**src/sv/serial_audio_port_flags_defines.svh**
```systemverilog
// ---------------------------------------------------------------------------
// Serial audio port flags: assertion macros
// Shared assertion forms, clocked on clk and disabled while arst_n is low.
// ---------------------------------------------------------------------------
`ifndef SERIAL_AUDIO_PORT_FLAGS_DEFINES_SVH
`define SERIAL_AUDIO_PORT_FLAGS_DEFINES_SVH

// A property that must hold at every clock edge out of reset.
`define SAPF_ASSERT(label, prop, msg) \
	label: assert property (@(posedge clk) disable iff (!arst_n) prop) else $error(msg);

// A condition that must never be seen at a clock edge out of reset.
`define SAPF_ASSERT_NEVER(label, expr, msg) \
	label: assert property (@(posedge clk) disable iff (!arst_n) !(expr)) else $error(msg);

`endif

```
**src/sv/sapf_pkg.sv**
```systemverilog
// ---------------------------------------------------------------------------
// Serial audio port flags package
// Field widths, command and register codes, flag positions and the structs
// shared between the configuration registers, the core and the output stage.
// ---------------------------------------------------------------------------
package sapf_pkg;

	localparam int FIELD_W         = 24;
	localparam int TX_PORTS        = 6;
	localparam int RX_PORTS        = 4;
	localparam int SLOT_W          = 5;
	localparam int FLAG_W          = 5;
	localparam int IRQ_W           = 5;
	localparam int DMA_W           = 2;
	localparam int CMD_W           = 2;
	localparam int CH_W            = 3;
	localparam int CFG_INDEX_W     = 2;
	localparam int CFG_DATA_W      = 6;
	localparam int DEF_TX_CHANNELS = 6;
	localparam int DEF_RX_CHANNELS = 4;

	typedef enum logic [CMD_W-1:0] {
		CMD_TICK   = 2'd0,
		CMD_WRITE  = 2'd1,
		CMD_READ   = 2'd2,
		CMD_STATUS = 2'd3
	} cmd_t;

	typedef enum logic [CFG_INDEX_W-1:0] {
		CFG_TX_ENABLE  = 2'd0,
		CFG_RX_ENABLE  = 2'd1,
		CFG_LAST_SLOT  = 2'd2,
		CFG_IRQ_ENABLE = 2'd3
	} cfg_index_t;

	// Status flag positions.
	localparam int ST_TDE = 0;
	localparam int ST_TUE = 1;
	localparam int ST_TFS = 2;
	localparam int ST_RDF = 3;
	localparam int ST_ROE = 4;

	// Interrupt positions, shared by irq_enable and irq_raised.
	localparam int IRQ_RX_EXC  = 0;
	localparam int IRQ_RX_DATA = 1;
	localparam int IRQ_TX_EXC  = 2;
	localparam int IRQ_TX_LAST = 3;
	localparam int IRQ_TX_DATA = 4;

	// DMA request positions.
	localparam int DMA_TX = 0;
	localparam int DMA_RX = 1;

	typedef struct packed {
		logic [TX_PORTS-1:0] tx_enable;
		logic [RX_PORTS-1:0] rx_enable;
		logic [SLOT_W-1:0]   last_slot;
		logic [IRQ_W-1:0]    irq_enable;
	} cfg_t;

	typedef struct packed {
		logic [FIELD_W-1:0]                read_data;
		logic [FLAG_W-1:0]                 status;
		logic [TX_PORTS-1:0][FIELD_W-1:0]  tx_out;
		logic [IRQ_W-1:0]                  irq_raised;
		logic [DMA_W-1:0]                  dma_request;
	} result_t;

endpackage

```
**src/sv/sapf_cfg_regs.sv**
```systemverilog
// ---------------------------------------------------------------------------
// Serial audio port flags: configuration registers
// Holds the enable masks, the last slot and the interrupt enables. Every
// write transaction is taken in the cycle it is offered.
// ---------------------------------------------------------------------------
module sapf_cfg_regs (
	input  logic                                clk,
	input  logic                                arst_n,
	input  logic                                cfg_valid,
	output logic                                cfg_ready,
	input  logic [sapf_pkg::CFG_INDEX_W-1:0]    cfg_index,
	input  logic [sapf_pkg::CFG_DATA_W-1:0]     cfg_data,
	output sapf_pkg::cfg_t                      cfg
);

	sapf_pkg::cfg_t cfg_q;

	assign cfg_ready = 1'b1;
	assign cfg       = cfg_q;

	always_ff @(posedge clk or negedge arst_n) begin
		if (!arst_n) begin
			cfg_q <= '0;
		end else if (cfg_valid) begin
			unique case (sapf_pkg::cfg_index_t'(cfg_index))
				sapf_pkg::CFG_TX_ENABLE: begin
					cfg_q.tx_enable <= cfg_data[sapf_pkg::TX_PORTS-1:0];
				end
				sapf_pkg::CFG_RX_ENABLE: begin
					cfg_q.rx_enable <= cfg_data[sapf_pkg::RX_PORTS-1:0];
				end
				sapf_pkg::CFG_LAST_SLOT: begin
					cfg_q.last_slot <= cfg_data[sapf_pkg::SLOT_W-1:0];
				end
				sapf_pkg::CFG_IRQ_ENABLE: begin
					cfg_q.irq_enable <= cfg_data[sapf_pkg::IRQ_W-1:0];
				end
				default: begin
				end
			endcase
		end
	end

endmodule

```
**src/sv/sapf_out_stage.sv**
```systemverilog
// ---------------------------------------------------------------------------
// Serial audio port flags: result register
// Holds one finished result until the receiver takes it, and accepts the
// next one in the same cycle the held one leaves.
// ---------------------------------------------------------------------------
module sapf_out_stage (
	input  logic              clk,
	input  logic              arst_n,
	input  logic              load,
	input  sapf_pkg::result_t load_data,
	output logic              load_ready,
	output logic              out_valid,
	input  logic              out_stall,
	output sapf_pkg::result_t result
);

	logic              valid_s2;
	sapf_pkg::result_t result_s2;

	assign load_ready = !valid_s2 || !out_stall;
	assign out_valid  = valid_s2;
	assign result     = result_s2;

	always_ff @(posedge clk or negedge arst_n) begin
		if (!arst_n) begin
			valid_s2 <= 1'b0;
		end else if (load_ready) begin
			valid_s2 <= load;
		end
	end

	always_ff @(posedge clk) begin
		if (load && load_ready) begin
			result_s2 <= load_data;
		end
	end

endmodule

```
**src/sv/sapf_core.sv**
```systemverilog
// ---------------------------------------------------------------------------
// Serial audio port flags: core
// Input register, channel word stores, flag and slot state, and the single
// pass of logic that turns one command into its result and next state.
// ---------------------------------------------------------------------------
`include "serial_audio_port_flags_defines.svh"

module sapf_core #(
	parameter int TX_CHANNELS = sapf_pkg::DEF_TX_CHANNELS,
	parameter int RX_CHANNELS = sapf_pkg::DEF_RX_CHANNELS
) (
	input  logic                                              clk,
	input  logic                                              arst_n,
	input  sapf_pkg::cfg_t                                    cfg,
	input  logic                                              in_valid,
	output logic                                              in_stall,
	input  logic [sapf_pkg::CMD_W-1:0]                        cmd,
	input  logic [sapf_pkg::CH_W-1:0]                         channel,
	input  logic [sapf_pkg::FIELD_W-1:0]                      write_data,
	input  logic [sapf_pkg::RX_PORTS-1:0][sapf_pkg::FIELD_W-1:0] rx_in,
	input  logic                                              load_ready,
	output logic                                              load,
	output sapf_pkg::result_t                                 load_data
);

	localparam int FW = sapf_pkg::FIELD_W;
	localparam int TP = sapf_pkg::TX_PORTS;
	localparam int RP = sapf_pkg::RX_PORTS;
	localparam int CW = sapf_pkg::CH_W;
	localparam int SW = sapf_pkg::SLOT_W;
	localparam int NW = 1 << CW;

	// Input register.
	logic                        valid_s1;
	sapf_pkg::cmd_t              cmd_s1;
	logic [CW-1:0]               channel_s1;
	logic [FW-1:0]               write_data_s1;
	logic [RP-1:0][FW-1:0]       rx_in_s1;

	// Block state.
	logic [FW-1:0]               tx_words_q [TX_CHANNELS];
	logic [FW-1:0]               rx_words_q [RX_CHANNELS];
	logic [TP-1:0]               tx_written_q;
	logic [RP-1:0]               rx_unread_q;
	logic [SW-1:0]               slot_q;
	logic [sapf_pkg::FLAG_W-1:0] flags_q;
	logic                        was_read_q;

	// Next state and decode.
	logic [TP-1:0]               tx_written_n;
	logic [RP-1:0]               rx_unread_n;
	logic [SW-1:0]               slot_n;
	logic [sapf_pkg::FLAG_W-1:0] flags_n;
	logic                        was_read_n;
	logic                        tx_store;
	logic                        rx_latch;
	logic [TP-1:0]               tem;
	logic [RP-1:0]               rem;
	logic [NW-1:0]               tem_wide;
	logic [NW-1:0]               rem_wide;
	logic [NW-1:0]               ch_onehot;
	logic [SW:0]                 slot_inc;
	logic                        fire;
	sapf_pkg::result_t           res;

	assign fire      = valid_s1 && load_ready;
	assign in_stall  = valid_s1 && !load_ready;
	assign load      = valid_s1;
	assign load_data = res;

	always_ff @(posedge clk or negedge arst_n) begin
		if (!arst_n) begin
			valid_s1 <= 1'b0;
		end else if (!in_stall) begin
			valid_s1 <= in_valid;
		end
	end

	always_ff @(posedge clk) begin
		if (in_valid && !in_stall) begin
			cmd_s1        <= sapf_pkg::cmd_t'(cmd);
			channel_s1    <= channel;
			write_data_s1 <= write_data;
			rx_in_s1      <= rx_in;
		end
	end

	always_comb begin
		for (int i = 0; i < TP; i++) begin
			tem[i] = cfg.tx_enable[i] && (i < TX_CHANNELS);
		end
		for (int i = 0; i < RP; i++) begin
			rem[i] = cfg.rx_enable[i] && (i < RX_CHANNELS);
		end
		tem_wide  = NW'(tem);
		rem_wide  = NW'(rem);
		ch_onehot = NW'(1) << channel_s1;
		slot_inc  = {1'b0, slot_q} + (SW + 1)'(1);
	end

	always_comb begin
		tx_written_n = tx_written_q;
		rx_unread_n  = rx_unread_q;
		slot_n       = slot_q;
		flags_n      = flags_q;
		was_read_n   = was_read_q;
		tx_store     = 1'b0;
		rx_latch     = 1'b0;
		res          = '0;

		unique case (cmd_s1)
			sapf_pkg::CMD_TICK: begin
				if (tem != '0) begin
					for (int i = 0; i < TX_CHANNELS; i++) begin
						res.tx_out[i] = tx_words_q[i];
					end
					if (tx_written_q != tem) begin
						flags_n[sapf_pkg::ST_TUE] = 1'b1;
					end
					flags_n[sapf_pkg::ST_TDE]         = 1'b1;
					tx_written_n                      = '0;
					res.dma_request[sapf_pkg::DMA_TX] = 1'b1;
				end
				if (rem != '0) begin
					if (rx_unread_q != '0) begin
						flags_n[sapf_pkg::ST_ROE] = 1'b1;
					end
					rx_latch                          = 1'b1;
					rx_unread_n                       = rem;
					flags_n[sapf_pkg::ST_RDF]         = 1'b1;
					res.dma_request[sapf_pkg::DMA_RX] = 1'b1;
				end
				flags_n[sapf_pkg::ST_TFS] = (slot_q == '0);
				// A counter left above a lowered last slot still wraps at this tick.
				slot_n = (slot_inc > {1'b0, cfg.last_slot}) ? '0 : slot_inc[SW-1:0];

				if (flags_n[sapf_pkg::ST_ROE]) begin
					if (cfg.irq_enable[sapf_pkg::IRQ_RX_EXC]) begin
						res.irq_raised[sapf_pkg::IRQ_RX_EXC] = 1'b1;
					end else begin
						flags_n[sapf_pkg::ST_ROE] = 1'b0;
					end
				end
				res.irq_raised[sapf_pkg::IRQ_RX_DATA] = cfg.irq_enable[sapf_pkg::IRQ_RX_DATA];
				if (flags_n[sapf_pkg::ST_TUE]) begin
					if (cfg.irq_enable[sapf_pkg::IRQ_TX_EXC]) begin
						res.irq_raised[sapf_pkg::IRQ_TX_EXC] = 1'b1;
					end else begin
						flags_n[sapf_pkg::ST_TUE] = 1'b0;
					end
				end
				res.irq_raised[sapf_pkg::IRQ_TX_LAST] = (slot_n == cfg.last_slot) &&
					cfg.irq_enable[sapf_pkg::IRQ_TX_LAST];
				res.irq_raised[sapf_pkg::IRQ_TX_DATA] = !flags_n[sapf_pkg::ST_TUE] &&
					cfg.irq_enable[sapf_pkg::IRQ_TX_DATA];
				was_read_n = 1'b0;
			end
			sapf_pkg::CMD_WRITE: begin
				if (tem_wide[channel_s1]) begin
					tx_store     = 1'b1;
					tx_written_n = tx_written_q | ch_onehot[TP-1:0];
					if (tx_written_n == tem) begin
						// Underrun clears only once the status has been read since the tick.
						if (was_read_q) begin
							flags_n[sapf_pkg::ST_TUE] = 1'b0;
						end
						flags_n[sapf_pkg::ST_TDE] = 1'b0;
					end
				end
			end
			sapf_pkg::CMD_READ: begin
				if (rem_wide[channel_s1]) begin
					rx_unread_n = rx_unread_q & ~ch_onehot[RP-1:0];
					if (rx_unread_n == '0) begin
						flags_n[sapf_pkg::ST_RDF] = 1'b0;
						flags_n[sapf_pkg::ST_ROE] = 1'b0;
					end
					for (int i = 0; i < RX_CHANNELS; i++) begin
						if (channel_s1 == CW'(i)) begin
							res.read_data = rx_words_q[i];
						end
					end
				end
			end
			sapf_pkg::CMD_STATUS: begin
				was_read_n    = 1'b1;
				res.read_data = FW'(flags_q);
			end
			default: begin
			end
		endcase

		res.status = flags_n;
	end

	always_ff @(posedge clk or negedge arst_n) begin
		if (!arst_n) begin
			for (int i = 0; i < TX_CHANNELS; i++) begin
				tx_words_q[i] <= '0;
			end
			for (int i = 0; i < RX_CHANNELS; i++) begin
				rx_words_q[i] <= '0;
			end
			tx_written_q <= '0;
			rx_unread_q  <= '0;
			slot_q       <= '0;
			flags_q      <= '0;
			was_read_q   <= 1'b0;
		end else if (fire) begin
			for (int i = 0; i < TX_CHANNELS; i++) begin
				if (tx_store && (channel_s1 == CW'(i))) begin
					tx_words_q[i] <= write_data_s1;
				end
			end
			for (int i = 0; i < RX_CHANNELS; i++) begin
				if (rx_latch) begin
					rx_words_q[i] <= rx_in_s1[i];
				end
			end
			tx_written_q <= tx_written_n;
			rx_unread_q  <= rx_unread_n;
			slot_q       <= slot_n;
			flags_q      <= flags_n;
			was_read_q   <= was_read_n;
		end
	end

	`SAPF_ASSERT(a_slot_wraps, (fire && cmd_s1 == sapf_pkg::CMD_TICK) |=> (slot_q <= $past(cfg.last_slot)), "slot counter left above last slot after a tick")
	`SAPF_ASSERT(a_tick_clears_written, (fire && cmd_s1 == sapf_pkg::CMD_TICK && tem != '0) |=> (tx_written_q == '0), "written mask not cleared by a transmit tick")
	`SAPF_ASSERT(a_status_read_marks, (fire && cmd_s1 == sapf_pkg::CMD_STATUS) |=> was_read_q, "status read not remembered")
	`SAPF_ASSERT_NEVER(a_requests_only_on_tick, valid_s1 && cmd_s1 != sapf_pkg::CMD_TICK && (res.irq_raised != '0 || res.dma_request != '0), "request raised outside a tick")

endmodule

```
**src/sv/serial_audio_port_flags.sv**
```systemverilog
// ---------------------------------------------------------------------------
// Serial audio port flags: top level
// Slot ticks, transmit writes, receive reads and status reads on one command
// channel; one result per command; register writes on a port of their own.
// ---------------------------------------------------------------------------
//  channel  direction  handshake            payload
//  in       input      in_valid / in_stall  cmd, channel, write_data, rx_in_0..3
//  out      output     out_valid/out_stall  read_data, status, tx_out_0..5, irq, dma
//  cfg      input      cfg_valid/cfg_ready  cfg_index, cfg_data
//
// One command is taken every cycle while in_stall is low; its result passes
// through the input register and the result register, and can complete its
// own transaction once it is held in the result register.
// The result register frees in the cycle its transaction completes, so a
// stalled output holds back the input only when both registers are full.
// Reset clears all but held command and result data; cfg_ready is always high.
module serial_audio_port_flags #(
	parameter int TX_CHANNELS = sapf_pkg::DEF_TX_CHANNELS,
	parameter int RX_CHANNELS = sapf_pkg::DEF_RX_CHANNELS
) (
	input  logic                              clk,
	input  logic                              arst_n,
	input  logic                              cfg_valid,
	output logic                              cfg_ready,
	input  logic [sapf_pkg::CFG_INDEX_W-1:0]  cfg_index,
	input  logic [sapf_pkg::CFG_DATA_W-1:0]   cfg_data,
	input  logic                              in_valid,
	output logic                              in_stall,
	input  logic [sapf_pkg::CMD_W-1:0]        cmd,
	input  logic [sapf_pkg::CH_W-1:0]         channel,
	input  logic [sapf_pkg::FIELD_W-1:0]      write_data,
	input  logic [sapf_pkg::FIELD_W-1:0]      rx_in_0,
	input  logic [sapf_pkg::FIELD_W-1:0]      rx_in_1,
	input  logic [sapf_pkg::FIELD_W-1:0]      rx_in_2,
	input  logic [sapf_pkg::FIELD_W-1:0]      rx_in_3,
	output logic                              out_valid,
	input  logic                              out_stall,
	output logic [sapf_pkg::FIELD_W-1:0]      read_data,
	output logic [sapf_pkg::FLAG_W-1:0]       status,
	output logic [sapf_pkg::FIELD_W-1:0]      tx_out_0,
	output logic [sapf_pkg::FIELD_W-1:0]      tx_out_1,
	output logic [sapf_pkg::FIELD_W-1:0]      tx_out_2,
	output logic [sapf_pkg::FIELD_W-1:0]      tx_out_3,
	output logic [sapf_pkg::FIELD_W-1:0]      tx_out_4,
	output logic [sapf_pkg::FIELD_W-1:0]      tx_out_5,
	output logic [sapf_pkg::IRQ_W-1:0]        irq_raised,
	output logic [sapf_pkg::DMA_W-1:0]        dma_request
);

	sapf_pkg::cfg_t                                         cfg;
	logic [sapf_pkg::RX_PORTS-1:0][sapf_pkg::FIELD_W-1:0]  rx_in;
	logic                                                   load;
	logic                                                   load_ready;
	sapf_pkg::result_t                                      load_data;
	sapf_pkg::result_t                                      result;

	assign rx_in[0] = rx_in_0;
	assign rx_in[1] = rx_in_1;
	assign rx_in[2] = rx_in_2;
	assign rx_in[3] = rx_in_3;

	sapf_cfg_regs u_cfg_regs (
		.clk       (clk),
		.arst_n    (arst_n),
		.cfg_valid (cfg_valid),
		.cfg_ready (cfg_ready),
		.cfg_index (cfg_index),
		.cfg_data  (cfg_data),
		.cfg       (cfg)
	);

	sapf_core #(
		.TX_CHANNELS (TX_CHANNELS),
		.RX_CHANNELS (RX_CHANNELS)
	) u_core (
		.clk        (clk),
		.arst_n     (arst_n),
		.cfg        (cfg),
		.in_valid   (in_valid),
		.in_stall   (in_stall),
		.cmd        (cmd),
		.channel    (channel),
		.write_data (write_data),
		.rx_in      (rx_in),
		.load_ready (load_ready),
		.load       (load),
		.load_data  (load_data)
	);

	sapf_out_stage u_out_stage (
		.clk        (clk),
		.arst_n     (arst_n),
		.load       (load),
		.load_data  (load_data),
		.load_ready (load_ready),
		.out_valid  (out_valid),
		.out_stall  (out_stall),
		.result     (result)
	);

	assign read_data   = result.read_data;
	assign status      = result.status;
	assign tx_out_0    = result.tx_out[0];
	assign tx_out_1    = result.tx_out[1];
	assign tx_out_2    = result.tx_out[2];
	assign tx_out_3    = result.tx_out[3];
	assign tx_out_4    = result.tx_out[4];
	assign tx_out_5    = result.tx_out[5];
	assign irq_raised  = result.irq_raised;
	assign dma_request = result.dma_request;

endmodule

```
**config.mk**
```make
export PLATFORM = sky130hd
export DESIGN_NAME = serial_audio_port_flags
export DESIGN_NICKNAME = d
export VERILOG_FILES = /design/src/sv/sapf_pkg.sv /design/src/sv/sapf_cfg_regs.sv /design/src/sv/sapf_out_stage.sv /design/src/sv/sapf_core.sv /design/src/sv/serial_audio_port_flags.sv
export VERILOG_INCLUDE_DIRS = /design/src /design/src/sv
export SDC_FILE = /design/constraint.sdc
export NUM_CORES = 1
export LEC_CHECK = 0
export BUFFER_PORTS_ARGS = -buffer_cell sky130_fd_sc_hd__buf_4
export CAP_MARGIN = 25
export CORE_ASPECT_RATIO = 1.4
export CORE_MARGIN = 2
export CORE_UTILIZATION = 43
export CTS_CLUSTER_DIAMETER = 40
export DETAILED_ROUTE_END_ITERATION = 8
export PLACE_DENSITY = 0.61
export SYNTH_ARGS = -nofsm -noshare
export SYNTH_HDL_FRONTEND = slang
export SYNTH_SLANG_ARGS = --single-unit
```
**constraint.sdc**
```tcl
create_clock -name clk -period 10.6 [get_ports clk]
set_input_delay 2.12 -clock clk [delete_from_list [all_inputs] [get_ports clk]]
set_output_delay 2.12 -clock clk [all_outputs]
set_load 0.1 [all_outputs]
```
### Word level (Yosys, flattened, before mapping)

Cells that the tools add are included.

| word-level totals | value |
|---|---|
| output and inout bits | 183 |
| bits of input ports | 138 |
| word-level logic and storage cells | 149 |
| register bits after elaboration | 588 |

| cells by class | value |
|---|---|
| reductions and logical operators | 44 |
| shift-type cells | 1 |
| add/subtract/negate cells | 1 |
| eq/ne operators | 18 |
| bitwise operators | 3 |
| mux-type cells | 42 |
| magnitude comparators | 2 |

Operators with widths:

| cell | number |
|---|---|
| $mux W24 | 5 |
| $pmux W24 S2 | 1 |
| $reduce_and A2 Y1 | 14 |
| $mux W1 | 16 |
| $mux W2 | 8 |
| $mux W6 | 2 |
| $pmux W6 S2 | 1 |
| $logic_and A1 B1 Y1 | 11 |
| $eq A2 B2 Y1 const B | 4 |
| $mux W4 | 2 |
| $ne A2 B1 Y1 const B | 4 |
| $pmux W2 S2 | 2 |
| $pmux W4 S2 | 1 |
| $reduce_and A4 Y1 | 2 |
| $reduce_bool A4 Y1 | 2 |
| $add A5 B1 Y6 const B | 1 |
| $bmux W1 S3 | 2 |
| $eq A3 B2 Y1 const B | 2 |
| $eq A3 B3 Y1 const B | 2 |
| $eq A6 B6 Y1 | 1 |
| $gt A6 B5 Y1 | 1 |
| $ne A6 B6 Y1 | 1 |
| $or A6 B6 Y6 | 1 |
| $reduce_bool A2 Y1 | 3 |
| 16 further kinds | 22 |

### Longest topological paths before layout

| logic depth | value |
|---|---|
| depth in word-level cells | 8 |
| depth in mapped cells | 10 |
| gate-level depth less buffers | 10 |

### By module

Synthesis repeated with hierarchy kept, for this count alone.

| unflattened totals | value |
|---|---|
| cell total of the unflattened synthesis | 1318 |
| area total of the unflattened synthesis | 22376.5 um^2 |

Modules (own cells, without submodules):

| module | area an instance (um^2) | instances | cells an instance |
|---|---|---|---|
| sapf_core | 16148.0 | 1 | 1088 |
| sapf_out_stage | 5452.7 | 1 | 184 |
| sapf_cfg_regs | 775.7 | 1 | 46 |

### Worst setup path after synthesis

OpenSTA, ideal clock, no wires.

| path | value |
|---|---|
| kind | input-to-reg |
| start point | in out_stall |
| end point | reg u_core.slot_q[2] |
| library setup time | 0.083 ns |
| path buffers | 1 |
| stages on the path | 8 |
| data required time | 10.517 ns |
| path slack | 3.043 ns |
| arrival | 7.474 ns |
| cells stage by stage | nand2_1 -> nand2_1 -> clkbuf_1 -> inv_1 -> nand2_1 -> nor3_1 -> nand2_1 -> o21ai_0 |

| on the way | value |
|---|---|
| word-level cells in the longest chain between the ends | 4 |

RTL lines:

| item | RTL line | source |
|---|---|---|
| start: declaration | serial_audio_port_flags.sv:37 | `input logic out_stall,` |
| $logic_not A1 Y1 | sapf_out_stage.sv:20 | `assign load_ready = !valid_s2 \|\| !out_stall;` |
| $logic_or A1 B1 Y1 | sapf_out_stage.sv:20 |  |
| $logic_and A1 B1 Y1 | sapf_core.sv:66 | `assign fire = valid_s1 && load_ready;` |
| net u_core.fire | sapf_core.sv:63 | `logic fire;` |
| $reduce_and A2 Y1 (no line) | - |  |
| end signal: assignment | sapf_core.sv:222 | `slot_q <= slot_n;` |
| end: declaration | sapf_core.sv:45 | `logic [SW-1:0] slot_q;` |

The timed path passes the listed nets, and every way through them passes these cells.
A chain may end at the register's enable or synchronous reset.

### Worst setup path after layout

| path | value |
|---|---|
| start point | in out_stall |
| end point | out in_stall |

| on the way | value |
|---|---|
| word-level cells in the longest chain between the ends | 4 |

RTL lines:

| item | RTL line | source |
|---|---|---|
| $logic_not A1 Y1 | sapf_out_stage.sv:20 |  |
| $logic_or A1 B1 Y1 | sapf_out_stage.sv:20 |  |
| $logic_not A1 Y1 | sapf_core.sv:67 | `assign in_stall = valid_s1 && !load_ready;` |
| $logic_and A1 B1 Y1 | sapf_core.sv:67 |  |
| end: declaration | serial_audio_port_flags.sv:28 | `output logic in_stall,` |

Every way passes these cells.

==> reports/qor.yml <==
global_routing:
  grt_pass1_wl_um: 71900
  grt_pass1_vias: 12431
  grt_remaining_overflow: 0
  grt_usage_pct: 17.4
  grt_max_degree: 104
  antenna_found_initial: 1
cts:
  cts_sinks: 588
  ctsLongestPathBuffers: 3
  tritoncts: "built"
  cts_buffers: 68
  clkTransAtPathRegs_ns: 0.06
  htreeDepth: 3
  clock_latency_ns: 0.58
  hold_buffers: 0
  post_cts_buffers: 0
  root_buffer: "clkbuf_16"
  post_cts_resized: 0
worst_setup_path:
  crit_path_max_fanout: 3
  r2r_end: "u_out_stage.result[82]"
  path_cells: "buf_4, nand3_1, inv_1, buf_4"
  regToRegSetupSlack_ns: 7.43
  worst-r2r-cell-count: 7
  cpMostUsedCell: "buf_4"
  cpPeakStageDelay_ns: 0.28
  critPathRequiredTime_ns: 8.48
  crit_path_start: "out_stall"
  crit_slowest_cell: "buf_4"
  end_kind: "output pin"
  cp-start-kind: "input port"
  crit-reg2reg-launch: "u_core.cmd_s1[0]"
  cp_num_buf_inv: 3
  cp.arrival_ns: 2.67
  crit_type: "in -> out"
  cp_top_family: "buffers and inverters"
synthesis:
  synthFlopType: "edfxtp_1"
  postSynthAreaPerCell_sq_um: 17.1
  synth_cell_types: 56
  netlist_instances: 1316
  synth_area_sq_um: 22500
  synth_area_leader_cell: "edfxtp_1"
  synth_nets: 1465
  yosysWarnings: 0
  synth-seq-cells: 588
  synth_edf_count: 305
  ys_top_cells_by_area: "edfxtp_1, dfrtp_1, mux2_2"
  synth_seq_area_share_pct: 72.3
  synth_top_area_share_pct: 40.8
  async_flop_share_pct: 48.1
finish:
  drive_gt1_share_pct: 36.8
  final_common_cell: "buf_4"
  syn_to_final_growth_pct: 24.0
  final_nets: 1815
  layout_common_cells: "buf_4, edfxtp_1, dfrtp_1"
  num_antenna_cells: 0
status:
  status: "finished, final reports clean"
floorplanning:
  initial_utilization_pct: 43.3
  die_h_um: 274
  num_rows: 99
  core_sq_um: 51900
  die_area_sq_um: 54100
  fp.dieW_um: 197
  ios: 321
drt:
  met1_length_um: 19700
  via_per_inst: 5.04
  antenna_left: 0
  met3_length_um: 2690
  drtIter0Drc: 532
  totalWireLength_um: 46100
  top_layer: "met5"
  wl_met2_um: 22600
  route.detailed.drc: 0
  first_pass_iters: 6
  wl_per_cell_um: 19.4
  vias: 11972
power:
  ir_drop_mv: 0.147
  p_leak_nw: 12.1
  power_density_nw_per_um2: 227
hold_path:
  hp-class: "reg -> reg"
  min_path_cells: 1
  worstHoldEndpoint: "u_core.rx_words_q[39]"
  worstHoldStart: "u_core.rx_in_s1[63]"
sta:
  tns_ns: 0
  setup_violations: 0
  fmax_mhz: 209
  hold_violations: 0
  slew_viol_final: 0
  fin_ws_ns: 5.81
  min_period_ns: 4.79
  finalCritPeriodShare_pct: 45.2
  rsz0062_at_grt: "no"
  worst_pin_slew_ns: 0.979
  clock_skew_ns: 0.0165
  relSlewSlack_pct: 34.6
placed_design:
  pre_cts_slack_ns: 5.55
  io_buffers: 319
  place.gp.congestion: 0.790
  dp_hpwl_um: 29500
run:
  cap_violations: 0
## metrics by stage
| step | instances | hold slack (ns) | power [mW] | instance area (sq um) | util, % |
|---|---|---|---|---|---|
| 4_1_cts | 2373 | 0.471 | 6.39 | 27800 | 53.6 |
| 3_3_place_gp | 2249 | 0.459 | 3.95 | 25500 | 49.1 |
| 5_1_grt | 2375 | 0.481 | 6.58 | 27900 | 53.7 |
| 2_1_floorplan | 1316 | 0.455 | 3.75 | 22500 | - |
| 3_5_place_dp | 2250 | 0.463 | 3.99 | 25500 | 49.1 |
| 6_report | 2375 | 0.467 | 6.31 | 27900 | 53.7 |
## flip-flops by register name, summed over array words and instances (netlist names)
register	flops
u_core.was_read_q	1
u_out_stage.out_valid	1
u_core.rx_words_q	96
u_core.flags_q	5
u_cfg_regs.cfg	20
u_core.rx_unread_q	4
u_core.slot_q	5
u_core.cmd_s1	2
u_core.tx_words_q	144
u_core.write_data_s1	24
u_out_stage.result	180
u_core.tx_written_q	6
u_core.load	1
u_core.channel_s1	3
u_core.rx_in_s1	96
## logic make-up after synthesis
| family | share of synthesized area [%] |
|---|---|
| adder cells (fa/ha/maj) | 0.613 |
| AO/OA/AOI/OAI | 1.92 |
| AND/OR/NAND/NOR | 7.47 |
| multiplexers | 15.6 |
| XOR/XNOR | 0.429 |
| other | 0.0167 |
| buffers and inverters | 1.65 |
| flip-flops | 72.3 |
## how the worst max path moves through the flow
stage	end	slack (ns)	depth (start not counted)
finish	in_stall	5.81	4
global route	in_stall	5.78	4
CTS	in_stall	5.81	4
detailed placement	u_core.flags_q[0]	5.55	7
global placement	u_core.flags_q[0]	5.59	7
floorplan	u_core.slot_q[2]	3.04	8
## power breakdown
group | leakage (nW) | switching (mW) | internal [mW] | total, mW
sequential | 6.62 | 0.173 | 2.75 | 2.92
combinational | 4.39 | 0.623 | 0.390 | 1.01
clock | 1.12 | 0.938 | 1.44 | 2.37
## per-layer routing
metal	GRT usage [%]	vias to the layer above
met5	0	-
met4	6.69	2
met3	3.48	75
li1	-	5490
met1	23.2	6033
met2	28.2	372
## area by class of cell
| class | count | area (sq um) |
|---|---|---|
| Multi-Input combinational cell | 657 | 5880 |
| Clock inverter | 40 | 453 |
| Inverter | 18 | 75.1 |
| Timing Repair Buffer | 333 | 2540 |
| Sequential cell | 588 | 16200 |
| Fill cell | 4237 | 24000 |
| Tap cell | 656 | 821 |
| Clock buffer | 83 | 1850 |
## synth_stat cells, drive strengths merged (3+ instances only)
cell    count
xor2        5
dfrtp     283
nand3b      5
nor3b       5
nand3       8
o22ai       8
and2      146
mux2      271
clkbuf     23
o21ai      22
o31ai       6
ha         11
nor2       21
nor2b      21
or3         8
xnor2       6
a22oi       3
mux2i       3
nand2      35
o211ai      4
nand4b      3
a21o        3
a21oi       3
nand2b      6
inv        18
edfxtp    305
nor3        7
mux4       19
buf        30
(Power assumes the default switching activity.)
